[config.mk]
export PLATFORM = sky130hd
export DESIGN_NAME = gfau_table_gen
export DESIGN_NICKNAME = d
export VERILOG_FILES = /design/src/rtl/core/gfau_pkg.sv /design/src/rtl/core/gfau_table_gen.sv
export SDC_FILE = /design/constraint.sdc
export NUM_CORES = 1
export LEC_CHECK = 0
export ABC_CLOCK_PERIOD_IN_PS = 3240
export BUFFER_PORTS_ARGS = -buffer_cell sky130_fd_sc_hd__buf_2
export CORE_MARGIN = 1.5
export CORE_UTILIZATION = 47
export DETAILED_ROUTE_END_ITERATION = 8
export PLACE_DENSITY_LB_ADDON = 0.05
export SYNTH_ARGS = -nofsm -noshare
export SYNTH_HDL_FRONTEND = slang
export SYNTH_SLANG_ARGS = --single-unit
[constraint.sdc]
create_clock -name clk -period 3.24 [get_ports clk]
set_clock_uncertainty 0.2 [all_clocks]
set_input_delay 0.81 -clock clk [delete_from_list [all_inputs] [get_ports clk]]
set_output_delay 0.81 -clock clk [all_outputs]
set_load 0.05 [all_outputs]
[src/rtl/core/gfau_pkg.sv]
// Shared types, constants and the primitive polynomial lookup of the GF(2^m) unit.
// No dependencies; used by every module under rtl/core.
package gfau_pkg;

  localparam int ELEM_W         = 8;
  localparam int CMD_W          = 2;
  localparam int DEG_W          = 4;
  localparam int MAX_DEGREE_DEF = 8;
  localparam logic [DEG_W-1:0] DEGREE_RST = 4'd8;

  // operation codes carried in the low bits of the input word
  typedef enum logic [CMD_W-1:0] {
    CMD_ADD = 2'd0,
    CMD_SUB = 2'd1,
    CMD_MUL = 2'd2,
    CMD_DIV = 2'd3
  } cmd_t;

  // one table write from the rebuild sequencer: antilog[idx] = elem, log[elem] = idx
  typedef struct packed {
    logic              we;
    logic [ELEM_W-1:0] idx;
    logic [ELEM_W-1:0] elem;
  } tbl_wr_t;

  // primitive polynomial for each degree, x^m term included
  function automatic logic [ELEM_W:0] prim_poly(input logic [DEG_W-1:0] m);
    logic [ELEM_W:0] p;
    unique case (m)
      4'd1:    p = 9'd3;
      4'd2:    p = 9'd7;
      4'd3:    p = 9'd11;
      4'd4:    p = 9'd19;
      4'd5:    p = 9'd37;
      4'd6:    p = 9'd67;
      4'd7:    p = 9'd137;
      4'd8:    p = 9'd285;
      default: p = 9'd0;
    endcase
    return p;
  endfunction

endpackage

[src/rtl/core/gfau_table_gen.sv]
// Log/antilog table rebuild sequencer: steps alpha^i through the field LFSR.
// Depends on gfau_pkg (tbl_wr_t, prim_poly).
module gfau_table_gen #(
  parameter int MAX_DEGREE = gfau_pkg::MAX_DEGREE_DEF
) (
  input  logic                          clk,
  input  logic                          rst,
  input  logic                          start,
  input  logic [gfau_pkg::DEG_W-1:0]    eff_m,
  output logic                          busy,
  output gfau_pkg::tbl_wr_t             wr
);

  logic [MAX_DEGREE-1:0] cnt;
  logic [MAX_DEGREE-1:0] elem;
  logic [MAX_DEGREE-1:0] elem_next;
  logic [MAX_DEGREE-1:0] order;
  logic [MAX_DEGREE:0]   size_w;
  logic [MAX_DEGREE:0]   shifted;
  logic [MAX_DEGREE:0]   poly;
  logic [MAX_DEGREE:0]   full;
  logic                  carry;

  // multiply by alpha and reduce
  always_comb begin
    order     = MAX_DEGREE'((9'd1 << eff_m) - 9'd1);
    size_w    = (MAX_DEGREE+1)'(1) << eff_m;
    shifted   = {elem, 1'b0};
    carry     = |(shifted & size_w);
    poly      = (MAX_DEGREE+1)'(gfau_pkg::prim_poly(eff_m));
    full      = shifted ^ (carry ? poly : '0);
    elem_next = full[MAX_DEGREE-1:0] & order;
  end

  // sweep over the group order, restarted by reset and each degree write
  always_ff @(posedge clk) begin
    if (rst || start) begin
      busy <= 1'b1;
      cnt  <= '0;
      elem <= MAX_DEGREE'(1);
    end else if (busy) begin
      if (cnt == order - MAX_DEGREE'(1)) begin
        busy <= 1'b0;
      end
      cnt  <= cnt + MAX_DEGREE'(1);
      elem <= elem_next;
    end
  end

  assign wr.we   = busy;
  assign wr.idx  = gfau_pkg::ELEM_W'(cnt);
  assign wr.elem = gfau_pkg::ELEM_W'(elem);

endmodule

-- Yosys cells after proc, flatten, opt, wreduce, memory -nomap -nowiden
Memories as Yosys holds them, arrays and structs flattened.
Index checks and enable logic that the tools add are counted.
- $add $sub $neg: 3
- multiply operators: 0
- divide/modulo/power cells: 0
- magnitude comparators: 0
- equality and inequality tests: 1
- shift operators: 1
- multiplexer cells: 3
- bitwise logic cells: 3
- reduce and logical (&&, ||, !) cells: 2
- operator list (cell ; count):
    $sub 8x1->8 const B ; 2
    $and 9x9->9 ; 1
    $reduce_or 9->1 ; 1
    $shl 1x4->9 const A ; 1
    $add 8x1->8 const B ; 1
    $and 8x8->8 ; 1
    $eq 8x8->1 ; 1
    $mux 8 ; 1
    $xor 8x8->8 ; 1
    $mux 1 ; 2
    $logic_or 1x1->1 ; 1
- register bits: 17
- bits in latches: 0
- RAM bits: 0
- ROM bits: 144
- input port bits: 7
- logic and storage cells: 17
- memories: 1
- memory list (memory ; depth ; bits a word ; read ports ; clocked after memory_dff ; write ports ; RTL line ; RTL):
    (name not given) ; 16 ; 9 ; 1 ; 0 ; 0 ; gfau_pkg.sv:29 ; unique case (m)

-- Depth between registers and ports, before layout
- depth after elaboration: 6
- gate-level depth with buffers: 13
- mapped depth without buffers: 10

-- Worst setup path after synthesis
OpenSTA, ideal clock, no wires.
- path type: in2reg
- start point: input port eff_m[1] in the netlist's numbering
- end point: register busy
- library setup time: 127 ps
- data arrival time: 2897 ps
- path slack: 16 ps
- stages on the path: 12
- path through: buf_4 buf_6 nor3_1 nand2_1 ha_1 clkbuf_8 xnor2_1 o211ai_2 or2_4 o211a_1 nor3_2 o22ai_1
- longest elaborated chain between the ends: 6
- RTL lines (element ; RTL line ; RTL):
    from (decl) ; gfau_table_gen.sv:9 ; input logic [gfau_pkg::DEG_W-1:0] eff_m,
    $shl 1x4->9 ; n/a ;
    $sub 8x1->8 ; gfau_table_gen.sv:26 ; order = MAX_DEGREE'((9'd1 << eff_m) - 9'd1);
    $sub 8x1->8 ; gfau_table_gen.sv:42 ; if (cnt == order - MAX_DEGREE'(1)) begin
    $eq 8x8->1 ; gfau_table_gen.sv:42 ;
    $mux 1 ; gfau_table_gen.sv:42 ;
    $mux 1 ; gfau_table_gen.sv:41 ; end else if (busy) begin
    to (signal assigned) ; gfau_table_gen.sv:38 ; busy <= 1'b1;
    to (signal assigned) ; gfau_table_gen.sv:43 ; busy <= 1'b0;
    to (decl) ; gfau_table_gen.sv:10 ; output logic busy,
Every way passes these cells.
A chain may end at the register's enable or synchronous reset.

-- Worst setup path after layout
Ends and elaborated chain as after synthesis.

==> results_dict.tcl <==
set metrics [dict create \
    grt_first_pass_wirelength_um 6040 \
    yosys_most_used_dff "dfxtp_1" \
    die-area_um2 3410 \
    start_util_pct 50.9 \
    pre_cts_ws_ns -0.153 \
    crit_buf_inv 2 \
    yosysWarnings 0 \
    fillCellCount 285 \
    synth.top_cells.by_area "dfxtp_1 (24%), xor2_1 (6.1%), a21oi_1 (4.5%)" \
    ys_ff_latch 17 \
    routed.top_layer "met4" \
    hpwl_um 2730 \
    grt_antenna_before_repair 0 \
    grt_overflow 0 \
    peakVddDrop_mv 0.109 \
    numCtsBuffers 3 \
    hold_start "elem[3]" \
    synthesis.area_um2 1440 \
    first_global_vias 1322 \
    synth_edf_count 0 \
    antenna_cells 0 \
    coreArea_um2 2830 \
    p_clk_share_pct 26.8 \
    clk_path_buf_depth 2 \
    async_reset_ff_share_pct 0 \
    grt_max_degree 20 \
    dieWidth_um 58.4 \
    clk_pin_slew_ns 0.12 \
    port_buffers 24 \
    drc 0 \
    track_usage_pct 22.8 \
    syn-num-nets 195 \
    ctsResizeCount 0 \
    status "finished, final reports clean" \
    fin_nets 221 \
    finalHoldViolations 0 \
    root_buffer "clkbuf_4" \
    critPathSlowestCell "xnor2_1" \
    period_minus_slack_ns 3.11 \
    critical_path.top_delay_family "simple AND/OR/NAND/NOR gates" \
    seq_area_frac_synth_pct 23.6 \
    dp.cells 235 \
    multi_input_area_um2 956 \
    ctsHoldBuffers 0 \
    die_height_um 58.4 \
    drt-initial-drc-count 76 \
    via_count 1413 \
    timing.critical_path.from "eff_m[1]" \
    h-tree-depth 1 \
    pwr-share-comb_pct 25.2 \
    syn_inst 183 \
    cts.sinks 17 \
    via_per_inst 5.91 \
    arrival_ns 3.09 \
    post-cts-setup-buffers 0 \
    layoutNonFillerInstCount 239 \
    synth_area_leader_cell "dfxtp_1" \
    routabilityCongestion 0.871 \
    avgSynthCellArea_um2 7.87 \
    hp-class "flip-flop to flip-flop" \
    r2r-start "elem[6]" \
    rsz0062_at_grt "false" \
    wl_met1_um 1650 \
    wl_met2_um 1700 \
    synth_top_area_share_pct 23.6 \
    drt-wirelength-per-cell_um 14.9 \
    wirelength_um 3570 \
    seqPwrFrac_pct 48.0 \
    worstSetupStartpointType "input port" \
    switchingPower_w 0.000152 \
    critical_path_class "input port to flip-flop" \
    worst_slew_pin_slew_ns 0.416 \
    row_count 19 \
    layout-drive-gt1-share_pct 26.9 \
    endpoint_kind "flip-flop" \
    cp_max_fo 19 \
    critical_path.cell_chain "buf_2, buf_4, nor2_1, nand2_1, ha_1, xnor2_1, o211ai_2, or2_4, o211a_1, nor3_2, o22ai_1" \
    area_growth_syn_to_layout_pct 10.8 \
    p_leak_nw 0.682 \
    power.internal_w 0.000301 \
    period_share_pct 95.9 \
    io_pins 25 \
    met3_length_um 191 \
    critPathRequiredTime_ns 3.22 \
    ff_latch_area_um2 340 \
    synth_cell_types 56 \
    sw_frac_of_total_pct 33.5 \
    detail-route-antenna-nets 0 \
    drt_pass1_iterations 4 \
    clk_latency_ns 0.29 \
    cap_violations 0 \
    finalMaxSlewViolations 0 \
    critPathMaxStageDelay_ns 0.36 \
    setup_ws_ns 0.134 \
    slew_headroom_pct 72.2 \
    power_density_nw_per_um2 284 \
    fmax_mhz 322 \
    setup_viol 0 \
    cts_tree "built" \
]
==> worst reg2reg max path, delay by kind of cell (launching register included) <==
family	cells	cell delay [ns]
XOR/XNOR	1	0.14
AO/OA/AOI/OAI	3	0.42
flip-flops	1	0.36
AND/OR/NAND/NOR	2	0.28
multiplexers	1	0.48
==> power groups by stage <==
stage	logic (W)	clock network (W)	registers, W
after CTS	0.000114	0.000128	0.000218
after floorplan	0.0000748	0	0.000235
final	0.000114	0.000121	0.000218
after global routing	0.000125	0.000136	0.000218
after global placement	0.000110	0	0.000222
after detailed placement	0.000113	0	0.000222
==> cells in the final DEF, fill, tap and decap left out, types with 6 or more instances in the layout <==
| master | count |
|---|---|
| nor2_1 | 17 |
| buf_2 | 24 |
| o21ai_0 | 7 |
| nand4_1 | 8 |
| buf_4 | 11 |
| nand2_1 | 17 |
| dfxtp_1 | 17 |
| inv_1 | 6 |
| xor2_1 | 10 |
| nand3_1 | 7 |
| a21oi_1 | 13 |
==> stage by stage <==
| step | power [W] | util [%] | hold slack [ns] | instance area (um^2) | TNS [ns] |
|---|---|---|---|---|---|
| 6_report | 0.000453 | 56.4 | 0.308 | 1600 | 0 |
| 3_3_place_gp | 0.000332 | 55.4 | 0.266 | 1570 | -0.0568 |
| 5_1_grt | 0.000480 | 56.4 | 0.330 | 1600 | 0 |
| 4_1_cts | 0.000459 | 56.4 | 0.307 | 1600 | 0 |
| 2_1_floorplan | 0.000309 | - | 0.484 | 1440 | 0 |
| 3_5_place_dp | 0.000336 | 55.4 | 0.291 | 1570 | -0.153 |
==> cell type report <==
| cell class | count | share of cell area, % |
|---|---|---|
| clock buffers | 3 | 1.41 |
| well taps | 31 | 2.43 |
| clock inverters | 1 | 0.314 |
| flip-flops and latches | 17 | 21.3 |
| multi-input cells | 144 | 59.9 |
| inverters | 8 | 1.88 |
| repair buffers | 35 | 12.7 |
==> final timing paths <==
path	to	slack, ns	cells past startpoint
hold reg to reg	elem[3]	0.31	2
setup reg to reg	elem[4]	1.30	7
setup / recovery	busy	0.13	11
hold / removal	elem[3]	0.31	2
==> sequential cells by signal, summed over array words and instances (netlist names) <==
register and count:
cnt 8, busy 1, elem 8
==> synth_stat cells (4+ instances only) <==
master   instances
nor2_1          17
ha_1             5
inv_1            6
a21oi_1         13
nand3_1          7
buf_6            4
xor2_1          10
dfxtp_1         17
o21ai_0          7
buf_4            4
nand4_1          8
xnor2_1          5
nand2_1         17
==> per-layer routing <==
| layer | GRT usage (%) | vias up |
|---|---|---|
| li1 | - | 705 |
| met1 | 30.7 | 664 |
| met2 | 38.4 | 40 |
| met3 | 2.64 | 4 |
| met4 | 6.31 | 0 |
| met5 | 0 | - |
==> cell families after synthesis <==
kind of cell / after synthesis / synth area share (%)
AOI/OAI and AO/OA: 44 / 20.4
DFF: 17 / 23.6
xor gates and xnor gates: 15 / 9.12
muxes: 4 / 3.74
adders and majority gates: 5 / 4.34
and+or+nand+nor: 76 / 28.8
buffers and inverters: 22 / 9.99
No activity file was read; power rests on OpenSTA's default activity.
